## src/rtl/core/windowed_pseudocolor_map_defines.svh

```systemverilog
// Assertion macros for the windowed pseudocolor map RTL, used by its queue.
`ifndef WINDOWED_PSEUDOCOLOR_MAP_DEFINES_SVH
`define WINDOWED_PSEUDOCOLOR_MAP_DEFINES_SVH
`ifndef SYNTHESIS
`define WPCM_ASSERT_SAME(label, ante, cons) \
   label: assert property (@(posedge clock) disable iff (reset) (ante) |-> (cons)) \
      else $error("wpcm assertion failed");
`define WPCM_ASSERT_NEXT(label, ante, cons) \
   label: assert property (@(posedge clock) disable iff (reset) (ante) |=> (cons)) \
      else $error("wpcm assertion failed");
`else
`define WPCM_ASSERT_SAME(label, ante, cons)
`define WPCM_ASSERT_NEXT(label, ante, cons)
`endif
`endif

```

## src/rtl/core/wpcm_pkg.sv

```systemverilog
// Shared types and constants of the windowed pseudocolor map.
`default_nettype none
package wpcm_pkg;

   localparam int FRAC_BITS = 16;
   localparam int POS_BITS  = 17;
   localparam int SEL_BITS  = 5;
   localparam int CSR_INDEX_BITS = 2;
   localparam logic [SEL_BITS-1:0] TABLE_COUNT = 5'd24;

   typedef enum logic [CSR_INDEX_BITS-1:0] {
      CSR_TABLE_SELECT = 2'd0,
      CSR_WINDOW_LOW   = 2'd1,
      CSR_WINDOW_HIGH  = 2'd2
   } csr_index_type;

   typedef enum logic [SEL_BITS-1:0] {
      TBL_GREY          = 5'd0,
      TBL_GREY_INV      = 5'd1,
      TBL_TRI_BWB       = 5'd2,
      TBL_TRI_WBW       = 5'd3,
      TBL_RED           = 5'd4,
      TBL_RED_INV       = 5'd5,
      TBL_BLUE          = 5'd6,
      TBL_BLUE_INV      = 5'd7,
      TBL_GREEN         = 5'd8,
      TBL_GREEN_INV     = 5'd9,
      TBL_HOT           = 5'd10,
      TBL_HOT_INV       = 5'd11,
      TBL_CONTOUR       = 5'd12,
      TBL_CONTOUR_INV   = 5'd13,
      TBL_HOT_BLUE      = 5'd14,
      TBL_HOT_BLUE_INV  = 5'd15,
      TBL_HOT_GREEN     = 5'd16,
      TBL_HOT_GREEN_INV = 5'd17,
      TBL_SPECTRUM      = 5'd18,
      TBL_SPECTRUM_INV  = 5'd19,
      TBL_HSV_WHITE     = 5'd20,
      TBL_HSV_WHITE_INV = 5'd21,
      TBL_HSV           = 5'd22,
      TBL_HSV_INV       = 5'd23
   } table_type;

   // Classification of one item as it travels through the back end.
   typedef struct packed {
      table_type sel;
      logic      reflect;
      logic      invalid;
      logic      above;
      logic      zero;
   } item_ctl_type;

endpackage
`default_nettype wire

```

## src/rtl/core/wpcm_color.sv

```systemverilog
// Colour table evaluation pipeline with output register.
`default_nettype none
module wpcm_color import wpcm_pkg::*; (
   input  wire logic                clock,
   input  wire logic                reset,
   input  wire logic                advance,
   input  wire logic                in_valid,
   input  item_ctl_type             in_ctl,
   input  wire logic [POS_BITS-1:0] in_pos,
   output logic                     out_valid,
   output logic [7:0]               out_red,
   output logic [7:0]               out_green,
   output logic [7:0]               out_blue,
   output logic [7:0]               out_alpha
);

   localparam logic [24:0] TRI_HALF  = 25'd16711680;   // 255 << 16
   localparam logic [24:0] TRI_FOLD  = 25'd33488896;   // 511 << 16
   localparam logic [19:0] RED_KNEE  = 20'd458752;     // 7 << 16
   localparam logic [23:0] HOT_R_SAT = 24'd11927552;   // 182 << 16
   localparam logic [23:0] HOT_G_LO  = 24'd8388608;    // 128 << 16
   localparam logic [23:0] HOT_G_HI  = 24'd14352384;   // 219 << 16
   localparam logic [23:0] HOT_B_ON  = 24'd12582912;   // 192 << 16
   localparam logic [18:0] SIX_ONE   = 19'd393216;
   localparam logic [16:0] ONE       = 17'd65536;
   localparam logic [24:0] RECIP_255 = 25'd16843010;
   localparam logic [13:0] RECIP_7   = 14'd9363;
   localparam logic [16:0] RECIP_182 = 17'd92183;
   localparam logic [15:0] RECIP_91  = 16'd46092;
   localparam logic [14:0] RECIP_63  = 15'd16645;

   // ---------------- stage 1: ramps, triangle, hue position
   logic [23:0] ramp_prod;
   logic [24:0] u_raw, u_fold;
   logic [19:0] p_x10;
   logic [27:0] p_x2550;
   logic [18:0] hx6, hx5, hv5, hx;
   logic [16:0] hv;
   logic [24:0] full_prod;

   always_comb begin
      ramp_prod = 24'(in_pos) * 24'd255;
      u_raw     = 25'(in_pos) * 25'd510;
      u_fold    = (u_raw > TRI_HALF) ? (TRI_FOLD - u_raw) : u_raw;
      p_x10     = 20'(in_pos) * 20'd10;
      p_x2550   = 28'(in_pos) * 28'd2550;
      hx6       = 19'(in_pos) * 19'd6;
      hx5       = 19'(ONE - in_pos) * 19'd5;
      hv5       = 19'(in_pos) * 19'd5;
      if (in_ctl.sel == TBL_SPECTRUM) begin
         hx = (hx6 >= SIX_ONE) ? 19'd0 : hx6;
         hv = ONE;
      end else begin
         hx = hx5;
         hv = (hv5 > 19'(ONE)) ? ONE : hv5[16:0];
      end
      full_prod = 25'(hv) * 25'd255;
   end

   logic          s1_valid_ff;
   item_ctl_type  s1_ctl_ff;
   logic [16:0]   s1_pos_ff;
   logic [7:0]    s1_ramp_ff;
   logic [23:0]   s1_u_ff;
   logic          s1_red_hi_ff;
   logic [11:0]   s1_red_t_ff;
   logic [7:0]    s1_tg_ff;
   logic [2:0]    s1_sext_ff;
   logic [15:0]   s1_frac_ff;
   logic [16:0]   s1_hv_ff;
   logic [7:0]    s1_full_ff;
   logic          s1_white_ff;
   logic [24:0]   tg_diff;

   assign tg_diff = u_raw - TRI_HALF;

   always_ff @(posedge clock) begin
      if (reset) begin
         s1_valid_ff <= 1'b0;
      end else if (advance) begin
         s1_valid_ff <= in_valid;
      end
   end

   always_ff @(posedge clock) begin
      if (advance) begin
         s1_ctl_ff    <= in_ctl;
         s1_pos_ff    <= in_pos;
         s1_ramp_ff   <= ramp_prod[23:16];
         s1_u_ff      <= in_ctl.above ? 24'd0 : u_fold[23:0];
         s1_red_hi_ff <= (p_x10 >= RED_KNEE);
         s1_red_t_ff  <= p_x2550[27:16];
         s1_tg_ff     <= in_pos[15] | in_pos[16] ? tg_diff[23:16] : 8'd0;
         s1_sext_ff   <= hx[18:16];
         s1_frac_ff   <= hx[15:0];
         s1_hv_ff     <= hv;
         s1_full_ff   <= full_prod[23:16];
         s1_white_ff  <= (in_ctl.sel == TBL_HSV_WHITE) && in_ctl.above;
      end
   end

   // ---------------- stage 2: contour divide, red ramp, hue products
   logic [23:0] cont_in;
   logic [48:0] cont_prod;
   logic [25:0] red_prod;
   logic [32:0] vf_prod;
   logic [33:0] vnf_prod;

   always_comb begin
      cont_in   = (s1_ctl_ff.sel == TBL_CONTOUR_INV) ? (24'd16711680 - s1_u_ff) : s1_u_ff;
      cont_prod = 49'(cont_in) * 49'(RECIP_255);
      red_prod  = 26'(s1_red_t_ff) * 26'(RECIP_7);
      vf_prod   = 33'(s1_hv_ff) * 33'(s1_frac_ff);
      vnf_prod  = 34'(s1_hv_ff) * 34'(ONE - 17'(s1_frac_ff));
   end

   logic          s2_valid_ff;
   item_ctl_type  s2_ctl_ff;
   logic [16:0]   s2_pos_ff;
   logic [16:0]   s2_cont_ff;
   logic [7:0]    s2_ramp_ff;
   logic [7:0]    s2_tri_ff;
   logic [7:0]    s2_red_ff;
   logic [7:0]    s2_tg_ff;
   logic [2:0]    s2_sext_ff;
   logic [32:0]   s2_vf_ff;
   logic [33:0]   s2_vnf_ff;
   logic [7:0]    s2_full_ff;
   logic          s2_white_ff;

   always_ff @(posedge clock) begin
      if (reset) begin
         s2_valid_ff <= 1'b0;
      end else if (advance) begin
         s2_valid_ff <= s1_valid_ff;
      end
   end

   always_ff @(posedge clock) begin
      if (advance) begin
         s2_ctl_ff   <= s1_ctl_ff;
         s2_pos_ff   <= s1_pos_ff;
         s2_cont_ff  <= cont_prod[48:32];
         s2_ramp_ff  <= s1_ramp_ff;
         s2_tri_ff   <= s1_u_ff[23:16];
         s2_red_ff   <= s1_red_hi_ff ? 8'd255 : red_prod[23:16];
         s2_tg_ff    <= s1_tg_ff;
         s2_sext_ff  <= s1_sext_ff;
         s2_vf_ff    <= vf_prod;
         s2_vnf_ff   <= vnf_prod;
         s2_full_ff  <= s1_full_ff;
         s2_white_ff <= s1_white_ff;
      end
   end

   // ---------------- stage 3: hot metal breakpoints, hue ramps
   logic [16:0] p_hot;
   logic [23:0] s_hot, xg, xb;
   logic [31:0] tr_prod;
   logic [30:0] tg_prod;
   logic [29:0] tb_prod;
   logic [40:0] up_prod, down_prod;
   logic        contour;

   always_comb begin
      contour   = (s2_ctl_ff.sel == TBL_CONTOUR) || (s2_ctl_ff.sel == TBL_CONTOUR_INV);
      p_hot     = contour ? s2_cont_ff : s2_pos_ff;
      s_hot     = 24'(p_hot) * 24'd255;
      xg        = s_hot - HOT_G_LO;
      xb        = s_hot - HOT_B_ON;
      tr_prod   = 32'(s_hot) * 32'd255;
      tg_prod   = 31'(xg[22:0]) * 31'd255;
      tb_prod   = 30'(xb[21:0]) * 30'd255;
      up_prod   = 41'(s2_vf_ff) * 41'd255;
      down_prod = 41'(s2_vnf_ff) * 41'd255;
   end

   logic          s3_valid_ff;
   item_ctl_type  s3_ctl_ff;
   logic [7:0]    s3_ramp_ff, s3_ramp_hot_ff, s3_tri_ff, s3_red_ff, s3_tg_ff;
   logic          s3_r_sat_ff, s3_g_lo_ff, s3_g_hi_ff, s3_b_on_ff;
   logic [15:0]   s3_tr_ff;
   logic [14:0]   s3_thg_ff;
   logic [13:0]   s3_thb_ff;
   logic [2:0]    s3_sext_ff;
   logic [7:0]    s3_up_ff, s3_down_ff, s3_full_ff;
   logic          s3_white_ff;

   always_ff @(posedge clock) begin
      if (reset) begin
         s3_valid_ff <= 1'b0;
      end else if (advance) begin
         s3_valid_ff <= s2_valid_ff;
      end
   end

   always_ff @(posedge clock) begin
      if (advance) begin
         s3_ctl_ff      <= s2_ctl_ff;
         s3_ramp_ff     <= s2_ramp_ff;
         s3_ramp_hot_ff <= s_hot[23:16];
         s3_tri_ff      <= s2_tri_ff;
         s3_red_ff      <= s2_red_ff;
         s3_tg_ff       <= s2_tg_ff;
         s3_r_sat_ff    <= (s_hot >= HOT_R_SAT);
         s3_g_lo_ff     <= (s_hot < HOT_G_LO);
         s3_g_hi_ff     <= (s_hot >= HOT_G_HI);
         s3_b_on_ff     <= (s_hot >= HOT_B_ON);
         s3_tr_ff       <= tr_prod[31:16];
         s3_thg_ff      <= tg_prod[30:16];
         s3_thb_ff      <= tb_prod[29:16];
         s3_sext_ff     <= s2_sext_ff;
         s3_up_ff       <= up_prod[39:32];
         s3_down_ff     <= down_prod[39:32];
         s3_full_ff     <= s2_full_ff;
         s3_white_ff    <= s2_white_ff;
      end
   end

   // ---------------- stage 4: hot metal channels, hue sextant
   logic [32:0] hr_prod;
   logic [30:0] hg_prod;
   logic [28:0] hb_prod;
   logic [7:0]  hsv_r, hsv_g, hsv_b;

   always_comb begin
      hr_prod = 33'(s3_tr_ff) * 33'(RECIP_182);
      hg_prod = 31'(s3_thg_ff) * 31'(RECIP_91);
      hb_prod = 29'(s3_thb_ff) * 29'(RECIP_63);
      if (s3_white_ff) begin
         hsv_r = 8'd255;
         hsv_g = 8'd255;
         hsv_b = 8'd255;
      end else begin
         case (s3_sext_ff)
            3'd0: begin
               hsv_r = s3_full_ff; hsv_g = s3_up_ff;   hsv_b = 8'd0;
            end
            3'd1: begin
               hsv_r = s3_down_ff; hsv_g = s3_full_ff; hsv_b = 8'd0;
            end
            3'd2: begin
               hsv_r = 8'd0;       hsv_g = s3_full_ff; hsv_b = s3_up_ff;
            end
            3'd3: begin
               hsv_r = 8'd0;       hsv_g = s3_down_ff; hsv_b = s3_full_ff;
            end
            3'd4: begin
               hsv_r = s3_up_ff;   hsv_g = 8'd0;       hsv_b = s3_full_ff;
            end
            default: begin
               hsv_r = s3_full_ff; hsv_g = 8'd0;       hsv_b = s3_down_ff;
            end
         endcase
      end
   end

   logic          s4_valid_ff;
   item_ctl_type  s4_ctl_ff;
   logic [7:0]    s4_ramp_ff, s4_ramp_hot_ff, s4_tri_ff, s4_red_ff, s4_tg_ff;
   logic [7:0]    s4_hr_ff, s4_hg_ff, s4_hb_ff;
   logic [7:0]    s4_sr_ff, s4_sg_ff, s4_sb_ff;

   always_ff @(posedge clock) begin
      if (reset) begin
         s4_valid_ff <= 1'b0;
      end else if (advance) begin
         s4_valid_ff <= s3_valid_ff;
      end
   end

   always_ff @(posedge clock) begin
      if (advance) begin
         s4_ctl_ff      <= s3_ctl_ff;
         s4_ramp_ff     <= s3_ramp_ff;
         s4_ramp_hot_ff <= s3_ramp_hot_ff;
         s4_tri_ff      <= s3_tri_ff;
         s4_red_ff      <= s3_red_ff;
         s4_tg_ff       <= s3_tg_ff;
         s4_hr_ff       <= s3_r_sat_ff ? 8'd255 : hr_prod[31:24];
         s4_hg_ff       <= s3_g_lo_ff ? 8'd0 : (s3_g_hi_ff ? 8'd255 : hg_prod[29:22]);
         s4_hb_ff       <= s3_b_on_ff ? hb_prod[27:20] : 8'd0;
         s4_sr_ff       <= hsv_r;
         s4_sg_ff       <= hsv_g;
         s4_sb_ff       <= hsv_b;
      end
   end

   // ---------------- stage 5: channel routing, alpha, output register
   logic [7:0] red_in, green_in, blue_in, alpha_in;

   always_comb begin
      case (s4_ctl_ff.sel)
         TBL_TRI_BWB: begin
            red_in = s4_tri_ff; green_in = s4_tri_ff; blue_in = s4_tri_ff;
            alpha_in = s4_tri_ff;
         end
         TBL_TRI_WBW: begin
            red_in = ~s4_tri_ff; green_in = ~s4_tri_ff; blue_in = ~s4_tri_ff;
            alpha_in = s4_tri_ff;
         end
         TBL_RED: begin
            red_in = s4_red_ff; green_in = s4_tg_ff; blue_in = s4_tg_ff;
            alpha_in = s4_ramp_ff;
         end
         TBL_BLUE: begin
            red_in = s4_tg_ff; green_in = s4_tg_ff; blue_in = s4_red_ff;
            alpha_in = s4_ramp_ff;
         end
         TBL_GREEN: begin
            red_in = s4_tg_ff; green_in = s4_red_ff; blue_in = s4_tg_ff;
            alpha_in = s4_ramp_ff;
         end
         TBL_HOT, TBL_CONTOUR: begin
            red_in = s4_hr_ff; green_in = s4_hg_ff; blue_in = s4_hb_ff;
            alpha_in = s4_ramp_hot_ff;
         end
         TBL_CONTOUR_INV: begin
            red_in = s4_hr_ff; green_in = s4_hg_ff; blue_in = s4_hb_ff;
            alpha_in = ~s4_ramp_hot_ff;
         end
         TBL_HOT_BLUE: begin
            red_in = s4_hb_ff; green_in = s4_hg_ff; blue_in = s4_hr_ff;
            alpha_in = s4_ramp_ff;
         end
         TBL_HOT_GREEN: begin
            red_in = s4_hg_ff; green_in = s4_hr_ff; blue_in = s4_hb_ff;
            alpha_in = s4_ramp_ff;
         end
         TBL_SPECTRUM, TBL_HSV_WHITE, TBL_HSV: begin
            red_in = s4_sr_ff; green_in = s4_sg_ff; blue_in = s4_sb_ff;
            alpha_in = s4_ramp_ff;
         end
         default: begin
            red_in = s4_ramp_ff; green_in = s4_ramp_ff; blue_in = s4_ramp_ff;
            alpha_in = s4_ramp_ff;
         end
      endcase
      if (s4_ctl_ff.reflect) begin
         alpha_in = ~alpha_in;
      end
      if (s4_ctl_ff.invalid) begin
         alpha_in = 8'd0;
      end
   end

   logic out_valid_ff;

   always_ff @(posedge clock) begin
      if (reset) begin
         out_valid_ff <= 1'b0;
      end else if (advance) begin
         out_valid_ff <= s4_valid_ff;
      end
   end

   always_ff @(posedge clock) begin
      if (advance) begin
         out_red   <= red_in;
         out_green <= green_in;
         out_blue  <= blue_in;
         out_alpha <= alpha_in;
      end
   end

   assign out_valid = out_valid_ff;

endmodule
`default_nettype wire

```

## config.mk

```make
export PLATFORM = sky130hd
export DESIGN_NAME = wpcm_color
export DESIGN_NICKNAME = d
export VERILOG_FILES = /design/src/rtl/core/windowed_pseudocolor_map_defines.svh /design/src/rtl/core/wpcm_pkg.sv /design/src/rtl/core/wpcm_color.sv
export SDC_FILE = /design/constraint.sdc
export NUM_CORES = 2
export LEC_CHECK = 0
export ABC_CLOCK_PERIOD_IN_PS = 22000
export BUFFER_PORTS_ARGS = -buffer_cell sky130_fd_sc_hd__buf_2
export CAP_MARGIN = 20
export CORE_ASPECT_RATIO = 1.1
export CORE_MARGIN = 10
export CORE_UTILIZATION = 50
export CTS_CLUSTER_DIAMETER = 40
export DETAILED_ROUTE_END_ITERATION = 16
export GPL_TIMING_DRIVEN = 0
export PLACE_DENSITY_LB_ADDON = 0.08
export RECOVER_POWER = 25
export SYNTH_ARGS = -nofsm -noshare
export SYNTH_HDL_FRONTEND = slang
export SYNTH_SLANG_ARGS = --single-unit
```

## constraint.sdc

```tcl
create_clock -name clock -period 22 [get_ports clock]
set_clock_uncertainty 0.2 [all_clocks]
set_input_delay 3.3 -clock clock [delete_from_list [all_inputs] [get_ports clock]]
set_output_delay 3.3 -clock clock [all_outputs]
set_load 0.005 [all_outputs]
```

==> impl_results.md <==
- WL/cell: 20.7 microns
- Fin util: 54.2%
- Setup crit end kind: flip-flop
- Ys flop type: edfxtp_1
- Most frequent CP cell: fa_1
- Root buffer cell: clkbuf_16
- Failing checks: capacitance limit, slew limit
- Critical path startpoint: s2_ctl_ff[5]
- Setup Buffers After CTS: 0
- Share of the clock period used by the worst path: 59.5%
- Critical path's largest stage delay: 0.81 ns
- First-pass DRT Iterations: 10
- Largest family of logic cells by synthesized area: adder cells
- Mux cell area share after synthesis: 0.710%
- Post-synth EDFFs: 510
- Post-synthesis compound-gate area fraction: 7.81%
- Final hold slack: 0.195 ns
- Fin nets: 10.5k
- Setup TNS: 0 ns
- Area after DPL: 84,500 sq um
- R2r setup slk: 8.91 ns
- Cts hold-fix bufs: 0
- Fin crit period: 13.09 ns
- Half-perimeter wire length after placement: 177 mm
- Later-pin clock latency in the skew report: 0.70 ns
- Die H: 443 microns
- Final Hold Vio Count: 0
- Startpoint Class: flip-flop
- First-pass GRT wire length: 332 mm
- Syn nets: 10.3k
- Synth Cell Area: 81,400 sq um
- H-tree Lvls: 3
- Synth Area in XOR/XNOR: 3.52%
- Starting Density: 50.2%
- IO Pins: 63
- Largest net degree at the start of global routing: 123
- R2R Path End: s3_thb_ff[12]
- #FFs+latches synth: 515
- RSZ-0062 raised after global routing: false
- Gp weighted congestion: 0.919
- Area of the multi-input gates: 58,700 sq um
- Standard-cell rows: 155
- CP required: 22.24 ns
- Reg2Reg Depth: 35
- Yosys warns: 0
- Antenna violations before repair: 18
- Seq/Total Area, Yosys: 18.9%
- Gr busiest metal: met2
- Hold Path Class: reg -> reg
- Hold path depth: 0
- Fillcell total: 14.6k
- Synth Area in Adders: 51.3%
- Post-Route WL: 209 mm
- Max Freq: 76.4 MHz
- I/O Buffers: 60
- Core box area: 162,000 sq um
- CTS max path bufs: 3
- Status: finished with violations
- Hold wc startpoint: s1_ramp_ff[2]
- Total number of vias: 54.4k
- Final design area excluding fillers: 87,700 sq um
- Area grow syn2layout: 7.80%
- DRC: 0
- TritonCTS clock tree: built
- Yosys cell types: 109
- CTS clk-pin slew, worst paths: 0.06 ns
- M3 GR Usage: 2.43%
- Crit-path max FO: 10
- WHS Endpoint: s2_ramp_ff[2]
- Register Area: 15,400 sq um
- R2R Path Start: s2_ctl_ff[5]
- Slew Limit Headroom: -152%
- Worst-margin pin slew: 3.78 ns
- Die area: 179,000 sq um
- Post-cts resize count: 0
- Met2 Usage GRT: 43.6%
- Final setup vio count: 0
- Synth Area in Simple Gates: 8.65%
- Die width: 405 microns
- Post-Syn Area per Cell: 10.5 sq um
- Grt ovf: 0
- Max Cap Violations: 6
- Critical Setup Path Class: reg -> reg
- Clock Sink Count: 515
- Syn Inst Count: 7,724
- Global Route Usage Sum: 23.9%
- Worst Path Arrival: 13.33 ns
- DR vias/cell: 5.39
- Layout cells sized above 1: 3.82%
- Total CTS buffers: 86
- Worst path slowest cell: nor4bb_1
- Initial DRC Count: 3,121
- Final ANT Viol Nets: 0
- Max-slew violations: 119
- Async S/R FF share, synth: 0%
- Vias in the first global route: 58.7k
- GR Layer Usage met1: 29.0%
-- Yosys cell counts, drive strengths merged (21+ instances only) --
master,instances,area share [%]
nor2b,38,0.29
nor2,219,1.0
fa,1297,32
o211ai,33,0.31
a211oi,36,0.34
and2,283,2.2
nand2b,29,0.22
clkbuf,143,0.66
nand4,31,0.26
nor3,91,0.57
and3,39,0.31
o21a,43,0.40
nand3,68,0.42
or3,28,0.22
o21ai,150,0.94
nand2,468,2.2
a22o,23,0.25
a21o,85,0.79
a22oi,45,0.42
a31oi,38,0.31
ha,1264,19
edfxtp,510,19
mux2i,27,0.33
inv,1783,8.2
xor2,118,1.3
a21oi,236,1.5
a41oi,21,0.23
xnor2,208,2.2
mux2,27,0.38
-- layout make-up --
class	count	share of cell area [%]
Multi-Input combinational cell	5263	66.9
Sequential cell	515	17.6
Inverter	1783	7.63
Tap cell	2119	3.02
Clock buffer	93	2.51
Clock inverter	69	1.09
Buffer	163	0.729
Timing Repair Buffer	76	0.538
Antenna cell	11	0.0314
-- logic make-up after synthesis --
| family | Yosys count |
|---|---|
| adders and majority gates | 2561 |
| buffers and inverters | 1946 |
| and+or+nand+nor | 1396 |
| AOI/OAI and AO/OA | 926 |
| DFF | 515 |
| xor gates and xnor gates | 326 |
| muxes | 54 |
-- registers in the layout (all words and copies together), names as in the netlist, 12 cells and up --
register / flops
s1_red_t_ff: 12
s2_vf_ff: 33
s2_pos_ff: 17
s1_u_ff: 23
s1_pos_ff: 17
s2_cont_ff: 17
s3_tr_ff: 16
s2_vnf_ff: 33
s1_frac_ff: 16
s1_hv_ff: 17
-- worst max-delay path, delay by kind of cell (launching register included) --
family	cells	cell delay, ns
AO/OA/AOI/OAI	10	3.05
XOR/XNOR	2	0.92
adder cells (fa/ha/maj)	10	4.73
buffers and inverters	9	1.81
flip-flops	1	0.39
multiplexers	1	0.56
AND/OR/NAND/NOR	3	1.15
-- per-stage QoR --
stage / setup WS (ns) / cells
after floorplan: 10.75 / 7724
after global placement: 8.25 / 9903
final: 8.91 / 10100
after CTS: 8.62 / 10100
after global routing: 7.91 / 10100
after detailed placement: 8.71 / 9915
-- placed cells by master (no fill, tap or decap), types with 21 or more instances in the layout --
| cell | count |
|---|---|
| inv_1 | 1781 |
| fa_1 | 1297 |
| ha_1 | 1264 |
| edfxtp_1 | 510 |
| nand2_1 | 468 |
| and2_1 | 276 |
| a21oi_1 | 234 |
| nor2_1 | 219 |
| xnor2_1 | 207 |
| clkbuf_1 | 169 |
| o21ai_0 | 145 |
| xor2_1 | 117 |
| clkbuf_16 | 87 |
| nor3_1 | 86 |
| a21o_1 | 84 |
| nand3_1 | 67 |
| buf_2 | 49 |
| a22oi_1 | 45 |
| o21a_1 | 43 |
| nor2b_1 | 38 |
| and3_1 | 37 |
| a31oi_1 | 37 |
| a211oi_1 | 35 |
| o211ai_1 | 32 |
| nand4_1 | 30 |
| nand2b_1 | 29 |
| mux2i_1 | 27 |
| or3_1 | 27 |
| a22o_1 | 23 |
| a41oi_1 | 21 |
-- per-layer routing --
layer / share of wire [%] / up-vias
met5: 0 / -
met4: 4.3 / 0
met3: 3.9 / 342
met2: 52 / 1130
met1: 40 / 27400
li1: - / 25500
-- worst max-delay path by stage --
stage / endpoint / slack (ns) / depth (start not counted)
2_1_floorplan: s1_full_ff[6] / 10.75 / 25
3_3_place_gp: s3_thg_ff[14] / 8.25 / 34
3_5_place_dp: s3_thg_ff[12] / 8.71 / 35
4_1_cts: s3_thg_ff[12] / 8.62 / 35
5_1_grt: s3_thg_ff[12] / 7.91 / 35
6_report: s3_thb_ff[12] / 8.91 / 35
Power is not shown: default switching activity piles up to over one toggle a cycle in this logic, so the estimate is an artifact.
